`src/rtl/core/thi_pkg.sv`:
```
// Shared types and constants for the thermal hold-off integrator.
// No dependencies; every other file in rtl/core except thi_ram imports this package.
`default_nettype none

package thi_pkg;

  localparam int CHANNELS = 4;
  localparam int SENSORS  = 16;
  localparam int ENTRIES  = CHANNELS * SENSORS;
  localparam int IDX_W    = $clog2(ENTRIES);
  localparam int CH_SEL_W = $clog2(CHANNELS);

  localparam int ACC_W   = 40;
  localparam int PROD_W  = 27;  // 14-bit signed delta times 12-bit period
  localparam int HOLD_W  = 32;
  localparam int CNT_W   = 8;
  localparam int LIM_S_W = 30;  // integral limit in seconds
  localparam int HLS_W   = 22;  // hold limit in seconds

  localparam logic [11:0]      PERIOD_RST   = 12'd60;
  localparam logic [HLS_W-1:0] HOLD_SEC_RST = 22'd600;
  localparam logic [CNT_W-1:0] HYST_RST     = 8'd3;

  typedef enum logic {
    CMD_SAMPLE = 1'b0,
    CMD_CLEAR  = 1'b1
  } cmd_t;

  typedef enum logic [1:0] {
    CFG_TICK_PERIOD = 2'd0,
    CFG_HOLD_LIMIT  = 2'd1,
    CFG_HYST_LIMIT  = 2'd2
  } cfg_idx_t;

  typedef struct packed {
    logic [11:0]      period;
    logic [HLS_W-1:0] hold_limit_secs;
    logic [CNT_W-1:0] hyst_limit;
  } cfg_t;

  // first pipeline stage contents
  typedef struct packed {
    cmd_t                cmd;
    logic [1:0]          channel;
    logic [3:0]          sensor;
    logic                ch_ok;
    logic                sn_ok;
    logic [CH_SEL_W-1:0] ch_sel;
    logic [IDX_W-1:0]    idx;
    logic [PROD_W-1:0]   prod;
    logic [LIM_S_W-1:0]  limit_secs;
    logic                over_hot;
    logic                last;
  } prep_t;

  typedef struct packed {
    logic [1:0]       channel;
    logic [3:0]       sensor;
    logic [ACC_W-1:0] integral;
    logic             over_hot;
    logic             tick_done;
    logic [CNT_W-1:0] count;
    logic             ready;
  } res_t;

endpackage

`default_nettype wire

```
`src/rtl/core/thi_ram.sv`:
```
// Simple dual-port synchronous RAM, one write and one registered read port.
// Generic; no package dependency.
`default_nettype none

module thi_ram #(
  parameter int DEPTH = 64,
  parameter int WIDTH = 40,
  parameter int AW    = $clog2(DEPTH)
) (
  input  wire logic             clk,
  input  wire logic             we,
  input  wire logic [AW-1:0]    waddr,
  input  wire logic [WIDTH-1:0] wdata,
  input  wire logic             re,
  input  wire logic [AW-1:0]    raddr,
  output logic      [WIDTH-1:0] rdata
);

  logic [WIDTH-1:0] mem [DEPTH];

  always_ff @(posedge clk) begin
    if (we) begin
      mem[waddr] <= wdata;
    end
    if (re) begin
      rdata <= mem[raddr];
    end
  end

endmodule

`default_nettype wire

```
`src/rtl/core/thi_prep.sv`:
```
// Stage 1: decode, temperature delta times tick period, limit scaling.
// Depends on thi_pkg.
`default_nettype none

module thi_prep
  import thi_pkg::*;
(
  input  wire logic         clk,
  input  wire logic         rst,
  input  wire logic         en,
  input  wire logic         in_valid,
  input  wire cmd_t         cmd,
  input  wire logic [1:0]   channel,
  input  wire logic [3:0]   sensor,
  input  wire logic [12:0]  temperature,
  input  wire logic [11:0]  normal_level,
  input  wire logic [11:0]  hot_level,
  input  wire logic [23:0]  integral_limit,
  input  wire logic         last_of_tick,
  input  wire logic [11:0]  period,
  output logic              s1_valid,
  output prep_t             s1
);

  logic signed [13:0]       temp_x;
  logic signed [13:0]       delta;
  logic signed [PROD_W-1:0] prod;
  prep_t                    s1_next;

  always_comb begin
    temp_x = $signed({temperature[12], temperature});
    delta  = temp_x - $signed({2'b00, normal_level});
    prod   = PROD_W'(delta) * PROD_W'($signed({1'b0, period}));

    s1_next.cmd        = cmd;
    s1_next.channel    = channel;
    s1_next.sensor     = sensor;
    s1_next.ch_ok      = 32'(channel) < 32'(CHANNELS);
    s1_next.sn_ok      = 32'(sensor) < 32'(SENSORS);
    s1_next.ch_sel     = CH_SEL_W'(channel);
    s1_next.idx        = IDX_W'(32'(channel) * 32'(SENSORS) + 32'(sensor));
    s1_next.prod       = prod;
    // limit * 60 = limit * 64 - limit * 4
    s1_next.limit_secs = {integral_limit, 6'b0} - {4'b0, integral_limit, 2'b0};
    s1_next.over_hot   = temp_x > $signed({2'b00, hot_level});
    s1_next.last       = last_of_tick;
  end

  always_ff @(posedge clk) begin
    if (rst) begin
      s1_valid <= 1'b0;
    end else if (en) begin
      s1_valid <= in_valid;
    end
  end

  always_ff @(posedge clk) begin
    if (en && in_valid) begin
      s1 <= s1_next;
    end
  end

endmodule

`default_nettype wire

```
`src/rtl/core/thi_update.sv`:
```
// Stage 2: integral read-modify-write against the integral RAM, entry valid
// bits, write forwarding, and per-channel hold time and hysteresis counter.
// Depends on thi_pkg and thi_ram.
`default_nettype none

module thi_update
  import thi_pkg::*;
(
  input  wire logic  clk,
  input  wire logic  rst,
  input  wire logic  s1_valid,
  input  wire prep_t s1,
  input  wire logic  adv2,
  input  wire logic  adv_out,
  input  wire cfg_t  cfg,
  output logic       s2_valid,
  output res_t       res
);

  prep_t             s2;
  logic              rd_en;
  logic              commit;
  logic              wr_en;
  logic [ACC_W-1:0]  rdata;
  logic              fwd_hit;
  logic [ACC_W-1:0]  fwd_data;
  logic [ENTRIES-1:0] entry_valid;

  logic [HOLD_W-1:0] hold_secs  [CHANNELS];
  logic [CNT_W-1:0]  cond_cnt   [CHANNELS];
  logic [CHANNELS-1:0] hot_seen;
  logic [CHANNELS-1:0] over_seen;

  logic              is_sample;
  logic              is_clear;
  logic              do_tick;
  logic              period_nz;
  logic [ACC_W-1:0]  base;
  logic [ACC_W:0]    sum;
  logic [ACC_W-1:0]  sat;
  logic [ACC_W-1:0]  acc_new;
  logic              int_over;
  logic [HOLD_W:0]   hold_sum;
  logic [HOLD_W-1:0] hold_new;
  logic              cond;
  logic [CNT_W-1:0]  cnt_cur;
  logic [CNT_W-1:0]  cnt_new;
  logic [CNT_W-1:0]  count;

  assign rd_en  = adv2 && s1_valid;
  assign commit = adv_out && s2_valid;

  thi_ram #(
    .DEPTH (ENTRIES),
    .WIDTH (ACC_W),
    .AW    (IDX_W)
  ) u_ram (
    .clk   (clk),
    .we    (wr_en),
    .waddr (s2.idx),
    .wdata (acc_new),
    .re    (rd_en),
    .raddr (s1.idx),
    .rdata (rdata)
  );

  always_comb begin
    is_sample = s2.ch_ok && (s2.cmd == CMD_SAMPLE) && s2.sn_ok;
    is_clear  = s2.ch_ok && (s2.cmd == CMD_CLEAR);
    do_tick   = s2.ch_ok && (s2.cmd == CMD_SAMPLE) && s2.last;
    period_nz = cfg.period != 12'd0;

    // previous request wrote this entry on the edge our read was issued
    if (fwd_hit) begin
      base = fwd_data;
    end else if (entry_valid[s2.idx]) begin
      base = rdata;
    end else begin
      base = '0;
    end

    sum = {base[ACC_W-1], base} + {{(ACC_W + 1 - PROD_W){s2.prod[PROD_W-1]}}, s2.prod};
    if (sum[ACC_W] != sum[ACC_W-1]) begin
      sat = sum[ACC_W] ? {1'b1, {(ACC_W - 1){1'b0}}} : {1'b0, {(ACC_W - 1){1'b1}}};
    end else begin
      sat = sum[ACC_W-1:0];
    end
    acc_new  = period_nz ? sat : base;
    wr_en    = commit && is_sample && period_nz;
    int_over = $signed(acc_new) > $signed({{(ACC_W - LIM_S_W){1'b0}}, s2.limit_secs});

    hold_sum = {1'b0, hold_secs[s2.ch_sel]} + {{(HOLD_W - 11){1'b0}}, cfg.period};
    hold_new = hold_sum[HOLD_W] ? '1 : hold_sum[HOLD_W-1:0];
    cond     = hot_seen[s2.ch_sel] || over_seen[s2.ch_sel]
               || (is_sample && s2.over_hot) || (is_sample && int_over)
               || (hold_new > {{(HOLD_W - HLS_W){1'b0}}, cfg.hold_limit_secs});
    cnt_cur  = cond_cnt[s2.ch_sel];
    if (!cond) begin
      cnt_new = '0;
    end else if (cnt_cur < cfg.hyst_limit) begin
      cnt_new = cnt_cur + CNT_W'(1);
    end else begin
      cnt_new = cnt_cur;
    end

    if (!s2.ch_ok || is_clear) begin
      count = '0;
    end else if (do_tick) begin
      count = cnt_new;
    end else begin
      count = cnt_cur;
    end

    res.channel   = s2.channel;
    res.sensor    = s2.sensor;
    res.integral  = is_sample ? acc_new : '0;
    res.over_hot  = is_sample && s2.over_hot;
    res.tick_done = do_tick;
    res.count     = count;
    res.ready     = s2.ch_ok && (count >= cfg.hyst_limit);
  end

  always_ff @(posedge clk) begin
    if (rst) begin
      s2_valid <= 1'b0;
      fwd_hit  <= 1'b0;
    end else begin
      if (adv2) begin
        s2_valid <= s1_valid;
      end
      if (rd_en) begin
        fwd_hit <= wr_en && (s2.idx == s1.idx);
      end
    end
  end

  always_ff @(posedge clk) begin
    if (rd_en) begin
      s2       <= s1;
      fwd_data <= acc_new;
    end
  end

  // entry valid bits stand in for a clearing pass over the RAM
  always_ff @(posedge clk) begin
    if (rst) begin
      entry_valid <= '0;
    end else if (commit) begin
      if (wr_en) begin
        entry_valid[s2.idx] <= 1'b1;
      end
      if (is_clear) begin
        for (int j = 0; j < ENTRIES; j++) begin
          if (j / SENSORS == int'(s2.ch_sel)) begin
            entry_valid[j] <= 1'b0;
          end
        end
      end
    end
  end

  always_ff @(posedge clk) begin
    if (rst) begin
      for (int c = 0; c < CHANNELS; c++) begin
        hold_secs[c] <= '0;
        cond_cnt[c]  <= '0;
      end
      hot_seen  <= '0;
      over_seen <= '0;
    end else if (commit) begin
      if (is_clear || do_tick) begin
        hot_seen[s2.ch_sel]  <= 1'b0;
        over_seen[s2.ch_sel] <= 1'b0;
      end else if (is_sample) begin
        if (s2.over_hot) begin
          hot_seen[s2.ch_sel] <= 1'b1;
        end
        if (int_over) begin
          over_seen[s2.ch_sel] <= 1'b1;
        end
      end
      if (is_clear) begin
        hold_secs[s2.ch_sel] <= '0;
        cond_cnt[s2.ch_sel]  <= '0;
      end else if (do_tick) begin
        hold_secs[s2.ch_sel] <= hold_new;
        cond_cnt[s2.ch_sel]  <= cnt_new;
      end
    end
  end

endmodule

`default_nettype wire

```
`src/rtl/core/thermal_holdoff_integrator_unit.sv`:
```
// Thermal hold-off integrator, top level.
// A request passes the prep register, RAM read with stage-2 register and output
// register. Throughput: one request per cycle while m_tready does not stall the
// output, sustained by the integral RAM read-modify-write with forwarding.
// Reset: synchronous; entry valid bits make all integrals read as zero at
// once, no clearing pass. Depends on thi_pkg, thi_prep, thi_update, thi_ram.
`default_nettype none

module thermal_holdoff_integrator_unit
  import thi_pkg::*;
(
  input  wire logic        clk,
  input  wire logic        rst,
  // tdata: channel[1:0] sensor[5:2] temperature[18:6] normal_level[30:19]
  //        hot_level[42:31] integral_limit[66:43], zero fill [71:67]
  input  wire logic        s_tvalid,
  output logic             s_tready,
  input  wire logic [71:0] s_tdata,
  input  wire logic        s_tuser,   // cmd
  input  wire logic        s_tlast,   // last_of_tick
  // tdata: out_channel[1:0] out_sensor[5:2] integral_value[45:6]
  //        over_hot[46] holdoff_count[54:47] backoff_ready[55]
  output logic             m_tvalid,
  input  wire logic        m_tready,
  output logic [55:0]      m_tdata,
  output logic             m_tlast,   // tick_done
  input  wire logic        cfg_valid,
  output logic             cfg_ready,
  input  wire logic [1:0]  cfg_index,
  input  wire logic [15:0] cfg_data
);

  cfg_t  cfg;
  logic  s1_valid;
  prep_t s1;
  logic  s2_valid;
  res_t  res;
  res_t  res_q;
  logic  en_out;
  logic  en2;
  logic  en1;

  assign en_out    = !m_tvalid || m_tready;
  assign en2       = !s2_valid || en_out;
  assign en1       = !s1_valid || en2;
  assign s_tready  = en1;
  assign cfg_ready = 1'b1;

  always_ff @(posedge clk) begin
    if (rst) begin
      cfg.period          <= PERIOD_RST;
      cfg.hold_limit_secs <= HOLD_SEC_RST;
      cfg.hyst_limit      <= HYST_RST;
    end else if (cfg_valid) begin
      case (cfg_index)
        CFG_TICK_PERIOD: cfg.period <= cfg_data[11:0];
        // minutes * 60 = m * 64 - m * 4
        CFG_HOLD_LIMIT:  cfg.hold_limit_secs <= {cfg_data, 6'b0} - {4'b0, cfg_data, 2'b0};
        CFG_HYST_LIMIT:  cfg.hyst_limit <= cfg_data[7:0];
        default: ;
      endcase
    end
  end

  thi_prep u_prep (
    .clk            (clk),
    .rst            (rst),
    .en             (en1),
    .in_valid       (s_tvalid),
    .cmd            (cmd_t'(s_tuser)),
    .channel        (s_tdata[1:0]),
    .sensor         (s_tdata[5:2]),
    .temperature    (s_tdata[18:6]),
    .normal_level   (s_tdata[30:19]),
    .hot_level      (s_tdata[42:31]),
    .integral_limit (s_tdata[66:43]),
    .last_of_tick   (s_tlast),
    .period         (cfg.period),
    .s1_valid       (s1_valid),
    .s1             (s1)
  );

  thi_update u_update (
    .clk      (clk),
    .rst      (rst),
    .s1_valid (s1_valid),
    .s1       (s1),
    .adv2     (en2),
    .adv_out  (en_out),
    .cfg      (cfg),
    .s2_valid (s2_valid),
    .res      (res)
  );

  always_ff @(posedge clk) begin
    if (rst) begin
      m_tvalid <= 1'b0;
    end else if (en_out) begin
      m_tvalid <= s2_valid;
    end
  end

  always_ff @(posedge clk) begin
    if (en_out && s2_valid) begin
      res_q <= res;
    end
  end

  assign m_tdata = {res_q.ready, res_q.count, res_q.over_hot, res_q.integral,
                    res_q.sensor, res_q.channel};
  assign m_tlast = res_q.tick_done;

endmodule

`default_nettype wire

```
`config.mk`:
```
export PLATFORM = sky130hd
export DESIGN_NAME = thermal_holdoff_integrator_unit
export DESIGN_NICKNAME = d
export VERILOG_FILES = /design/src/rtl/core/thi_pkg.sv /design/src/rtl/core/thi_ram.sv /design/src/rtl/core/thi_prep.sv /design/src/rtl/core/thi_update.sv /design/src/rtl/core/thermal_holdoff_integrator_unit.sv
export SDC_FILE = /design/constraint.sdc
export NUM_CORES = 2
export LEC_CHECK = 0
export BUFFER_PORTS_ARGS = -buffer_cell sky130_fd_sc_hd__buf_2
export CAP_MARGIN = 10
export CORE_AREA = 8 8 534 536
export CTS_CLUSTER_DIAMETER = 40
export DETAILED_ROUTE_END_ITERATION = 12
export DIE_AREA = 0 0 542 544
export GPL_TIMING_DRIVEN = 0
export PLACE_DENSITY_LB_ADDON = 0.15
export SETUP_SLACK_MARGIN = 0.05
export SLEW_MARGIN = 25
export SYNTH_ARGS = -nofsm -noshare
export SYNTH_HDL_FRONTEND = slang
export SYNTH_HIERARCHICAL = 1
export SYNTH_SLANG_ARGS = --single-unit
```
`constraint.sdc`:
```
create_clock -name clk -period 27.4 [get_ports clk]
set_clock_uncertainty 0.2 [all_clocks]
set_input_delay 2.74 -clock clk [delete_from_list [all_inputs] [get_ports clk]]
set_output_delay 2.74 -clock clk [all_outputs]
set_load 0.01 [all_outputs]
```
After elaboration in Yosys (flattened, before gate mapping)
Memory sizes are Yosys's and may differ from the RTL's. A register that Yosys moved wholly into a read port is not among the register bits.
Cells that the tools add are included.
{"block": "op_classes", "n_addsub": 7, "muxes": 115, "eq_ne": 7, "n_bitwise": 9, "n_reduce_logical": 35, "n_mul": 1, "magnitude_cmp": 9}
{"operator": "$mux W40", "count": 5}
{"operator": "$mux W64", "count": 2}
{"operator": "$mux W32", "count": 3}
{"operator": "$mux W1", "count": 84}
{"operator": "$or A64 B64 Y64", "count": 1}
{"operator": "$mux W8", "count": 6}
{"operator": "$add A40 B27 Y41", "count": 1}
{"operator": "$gt A40 B31 Y1", "count": 1}
{"operator": "$add A32 B12 Y33", "count": 1}
{"operator": "$gt A32 B22 Y1", "count": 1}
{"operator": "$reduce_or A32 Y1", "count": 1}
{"operator": "$sub A30 B26 Y30", "count": 1}
{"operator": "$mul A14 B13 Y27", "count": 1}
{"operator": "$mux W4", "count": 6}
{"operator": "$sub A22 B18 Y22", "count": 1}
{"operator": "$sub A13 B13 Y14", "count": 1}
{"operator": "$gt A13 B13 Y1", "count": 1}
{"operator": "$reduce_bool A12 Y1", "count": 1}
{"operator": "$logic_and A1 B1 Y1", "count": 11}
{"operator": "$add A8 B1 Y8 const B", "count": 1}
{"operator": "$and A4 B4 Y4", "count": 2}
{"operator": "$ge A8 B8 Y1", "count": 1}
{"operator": "$logic_or A1 B1 Y1", "count": 8}
{"operator": "$lt A8 B8 Y1", "count": 1}
{"operator": "26 further kinds", "count": 41}
{"block": "totals", "inputBits": 97, "ramBits": 2720, "mem_count": 3, "reg_bits": 359, "out_inout_bits": 60}
{"memory": "u_update.u_ram.mem", "words": 64, "width": 40, "rd": 1, "rd_ports_with_merged_regs": 1, "wr": 1, "line": "thi_ram.sv:19", "rtl": "logic [WIDTH-1:0] mem [DEPTH];"}
{"memory": "u_update.hold_secs", "words": 4, "width": 32, "rd": 1, "rd_ports_with_merged_regs": 1, "wr": 4, "line": "thi_update.sv:29", "rtl": "logic [HOLD_W-1:0] hold_secs [CHANNELS];"}
{"memory": "u_update.cond_cnt", "words": 4, "width": 8, "rd": 1, "rd_ports_with_merged_regs": 1, "wr": 4, "line": "thi_update.sv:30", "rtl": "logic [CNT_W-1:0] cond_cnt [CHANNELS];"}

Depth between registers and ports, before layout
{"block": "depth", "ltp_word": 16, "depth_mapped": 50, "depth_no_buf": 42}

Modules after synthesis
Netlist, hierarchy kept.
{"mod": "thi_ram", "seq_area_each_um2": 78074.9, "instances": 1, "area_per_inst_um2": 98360.6, "cells_each": 4263}
{"mod": "thi_update", "seq_area_each_um2": 9809.4, "instances": 1, "area_per_inst_um2": 20659.8, "cells_each": 2033}
{"mod": "thi_prep", "seq_area_each_um2": 1941.9, "instances": 1, "area_per_inst_um2": 11712.5, "cells_each": 1263}
{"mod": "thermal_holdoff_integrator_unit", "seq_area_each_um2": 2532.4, "instances": 1, "area_per_inst_um2": 4026.4, "cells_each": 362}

Least setup slack after synthesis
Ideal clock, no wire load.
{"block": "synth_timing", "path_kind": "register to register", "startpoint": "register u_update/s2[59] in the netlist's numbering", "endpoint": "register res_q (netlist bit m_tdata[55]) (data pin)", "slack_ns": 15.979, "stages_incl_launch_ff": 47, "setup_ns": 0.255, "n_path_buf": 7, "arrival_ns": 10.966, "synth_period_minus_slack_ns": 11.421, "t_required_ns": 26.945, "cell_sequence": "edfxtp_1 -> buf_6 -> buf_6 -> a21boi_1 -> o41ai_1 -> o2111ai_1 -> o41a_1 -> buf_1 -> clkbuf_1 -> a22oi_1 -> inv_1 -> ha_1 -> clkbuf_1 -> a21o_1 -> a21oi_1 -> nor2b_1 -> a311o_1 -> or3_1 -> [... 11 more ...] -> a21bo_2 -> o221ai_2 -> nor4_4 -> a22oi_2 -> o21ai_1 -> a21o_1 -> ha_1 -> nand2b_1 -> a21oi_1 -> nor2b_1 -> o21ai_0 -> nand2b_1 -> a21oi_1 -> nor2b_1 -> o21ai_0 -> nand2b_1 -> a21oi_1 -> nor2b_1"}
{"item": "start: declaration", "line": "thi_update.sv:20", "rtl": "prep_t s2;"}
{"item": "start signal: assignment", "line": "thi_update.sv:139", "rtl": "s2 <= s1;"}
{"item": "end signal: assignment", "line": "thermal_holdoff_integrator_unit.sv:105", "rtl": "res_q <= res;"}
{"item": "end: declaration", "line": "thermal_holdoff_integrator_unit.sv:38", "rtl": "res_t res_q;"}

==> impl.org <==
** Power
- The design draws approximately 14 mW.
- Switching power of the nets :: 3.917 mW
- Power Internal :: 10.09 mW
- Combinational group share of total power :: 0.198
- Of the total power, registers draw 0.404.
- Largest vdd supply drop :: 0.1195 mV
- Clock Power Share :: 0.398
- For this design the static power due to leakage is 55.60 nW.
- Of the total power, the share spent switching nets is 0.2796.
- Power Dens Cells :: 86.33 nW/um2

** STA
- Share of the clock period used by the worst path :: 0.4603
- Headroom to the max-slew limit came out at 0.1386.
- Adding up every negative setup slack in the final design gives 0 ns.
- Setup violators final :: 0
- For the pin with the worst max-slew slack, the measured transition is 1.280 ns.
- Achievable clock frequency :: 0.07929 GHz
- Unrepaired setup endpoints after global routing :: false
- In the post-route analysis, the smallest setup slack over all paths is 14.79 ns.
- Subtracting the final worst setup slack from the clock period gives between 10 and 15 ns.
- Hold violation count in the final report :: 0
- Number of pins exceeding their max-slew limit in the final report :: 0

** Logic synthesis
- After synthesis, the mean cell area works out to 17.01 um2.
- In this run, distinct cell masters in the synthesized netlist total between 100 and 150.
- Of the total synthesized cell area, the portion taken by AND, OR, NAND and NOR gates is 0.05347.
- Async set or reset register ratio after synthesis :: 0
- Netlist area before placement :: 134800 um2
- Top flip-flop cell by instance count after synthesis :: edfxtp_1
- Yosys printed 6 warnings.
- By area, the combinational part of the netlist is dominated by multiplexers.
- Synth Register Bits :: ~3100
- In the synthesized netlist, the number of instances is 7921.
- Number of enable-type register cells in the synthesized netlist :: 2997
- Fraction of synthesized area in multiplexers :: 0.1204
- The synthesized-area fraction occupied by ao, oa, aoi and oai cells was 0.05824.
- Post-Synth XOR/XNOR Area :: 0.007994
- The share of the Yosys chip area taken by registers is 0.6854.
- Post-synthesis share of cell area spent on full adders, half adders and majority gates :: 0.04603

** Clock network
- Clk sinks :: 3115
- Once the clock tree was built, the resizer swapped 0 gates to a different size.
- Worst-case clock buffer depth :: 4
- Num CTS Buffers :: between 400 and 500
- Clock root buffer :: clkbuf_16
- Total number of H-tree levels :: 5
- After clock tree synthesis, the clock-pin slew on the worst setup and hold paths is roughly 0.050 ns.
- Once the clock tree was built, the setup fixing pass inserted 0 buffers.
- TritonCTS clock tree :: yes
- Insertion delay of the later-clocked pin in the worst-skew pair :: a little under 1 ns
- Hold_buf cts :: 0

** Layout
- Area growth syn-to-layout :: 20.40%
- After the last flow step, the layout net total stands at about 9300.
- Fill cells :: approximately 21000
- Combined area of the multi-input logic cells :: ~40000 um2
- Most frequent cells in the layout :: edfxtp_1 (2997), mux4_2 (643), clkbuf_16 (426)
- Layout cells sized above 1 :: 0.2431
- Most common cell after layout, fill and taps aside :: edfxtp_1
- Flip-flop and latch area :: 92360 um2

** Placed design
- Half-perimeter wire length after placement :: 296300 um
- Total of buffers placed on input and output ports :: 150
- Timing analysis after detailed placement gives a worst setup slack of 15.23 ns.
- At the end of routability-driven placement, the weighted congestion stood at ~0.9.

** Floorplan
- The floorplan step defined a core boundary enclosing 277200 um2.
- Initial standard-cell utilization of the core :: 0.4861
- During I/O placement, the number of pins put on the boundary was 157.
- In this run the core area contains just under 200 standard-cell rows.
- Die Outline Area :: 294800 um2
- The die is 544 um tall.
- Measured along the x axis, the die boundary spans 542 um.

** Worst setup path
- CP Launch Type :: register
- Crit path max-delay cell type :: nor3b_1
- Library cell appearing most often on the critical path :: a21oi_1
- For this run, the slowest stage of the critical path takes slightly below 0.9 ns.
- Data arrives at the worst endpoint at 13.05 ns.
- Setup Crit Path Kind :: reg2reg
- Critical-path maximum fanout :: 15
- Kind of end point of the critical path :: register
- Critical path data required time :: 27.84 ns

** Drt
- For this run, the detailed router's first-pass iteration total came to 6.
- Mean routed wirelength per cell :: 31.99 um
- Post-route DRC violation count :: 0
- Summed over all layers, the routed wires come to between 400000 and 500000 um.
- Vias post-DR :: 80080
- The detail route stage leaves a number of antenna-violating nets equal to 0.
- Via density :: 6.233
- The first routing iteration left 10500 violations.

** Global route
- The first global-routing pass estimated 578900 um of wire.
- Gr ovfl total :: 0
- Entering global routing, the biggest net connects 81 pins.
- The via count of the first global-routing pass came to 79020.
- For this run, the total global-route usage over all layers was measured as 0.2730.
- The initial antenna violation count is 43.

** Min path
- The worst hold path belongs to the class reg2reg.

** Status
- Status :: complete, no violations

** Job
- Across the run, the number of max-cap violations was 0.
## per-stage QoR
stage,hold slack [ns],util,cell area (um2),std cells
finish,0.2133,0.5853,162200,12850
global route,0.2168,0.5853,162200,12840
CTS,0.2120,0.5850,162200,12840
detailed placement,0.2052,0.5326,147600,12060
global placement,0.2061,0.5057,140200,11800
floorplan,0.2003,-,134800,7924
## Yosys cell counts, types with 121 or more instances
cell         n  area (um2)
a21oi_1    285        1426
clkbuf_1   194       728.2
edfxtp_1  2997       90000
fa_1       158        3163
ha_1       243        3040
inv_1      409        1535
mux2i_1    121        1211
mux4_2     643       14480
nand2_1    418        1569
nor2_1     404        1516
o21ai_0    132       660.6
o22ai_1    161        1007
## path summary, 6_finish.rpt
check             cells past startpoint              end       startpoint  slack [ns]
hold / removal                        0  u_update/s2[51]    u_prep/s1[51]        0.21
hold reg to reg                       0  u_update/s2[51]    u_prep/s1[51]        0.21
setup reg to reg                     42      m_tdata[55]  u_update/s2[64]       14.79
setup / recovery                     42      m_tdata[55]  u_update/s2[64]       14.79
## final cells by class
class,instances,share of cell area
diodes,8,0.0001234
plain buffers,422,0.01409
well taps,3724,0.02872
clock inverters,314,0.02286
repair buffers,414,0.04399
clock buffers,465,0.06673
flip-flops and latches,3115,0.5692
inverters,412,0.009593
multi-input cells,3975,0.2447
## flip-flops by register name (all words and copies together) (netlist names), named ones only
name and flops:
u_update/res 6, u_update/u_ram/mem 2560, u_update/s2 70, u_update/hold_secs 128, u_prep/s1_valid 1, u_update/entry_valid 64
u_prep/s1 64, u_update/fwd_data 40, u_update/s2_valid 1, cfg 40, m_tdata 56, u_update/u_ram/rdata 40
m_tlast 1, u_update/fwd_hit 1, m_tvalid 1, u_update/cond_cnt 32
## power groups by stage
| stage | registers, mW | logic [mW] | clock network (mW) |
|---|---|---|---|
| 4_1_cts | 5.66 | 2.78 | 5.64 |
| 6_report | 5.66 | 2.78 | 5.57 |
| 3_3_place_gp | 5.88 | 2.48 | 0 |
| 5_1_grt | 5.66 | 3.02 | 5.83 |
| 2_1_floorplan | 5.79 | 1.65 | 0 |
| 3_5_place_dp | 5.75 | 2.75 | 0 |
## routing by layer
metal	part of all wire	GRT usage	up-vias
li1	-	-	33060
met1	0.39	0.3757	41730
met2	0.45	0.4197	4488
met3	0.11	0.06780	778
met4	0.049	0.1140	28
met5	0.00040	0	-
## worst max-delay path: cells and delay by family, from the launching register on
| family | cells | cell delay (ns) |
|---|---|---|
| buffers and inverters | 7 | 2.51 |
| AND/OR/NAND/NOR | 13 | 2.83 |
| flip-flops | 1 | 0.46 |
| AO/OA/AOI/OAI | 19 | 5.43 |
| adder cells (fa/ha/maj) | 3 | 0.85 |
## kinds of logic after synthesis
group,count (synthesis)
multiplexers,807
other,4
buffers and inverters,834
flip-flops,3115
AO/OA/AOI/OAI,1155
adder cells (fa/ha/maj),401
XOR/XNOR,123
AND/OR/NAND/NOR,1482
No activity file was read; power rests on OpenSTA's default activity.
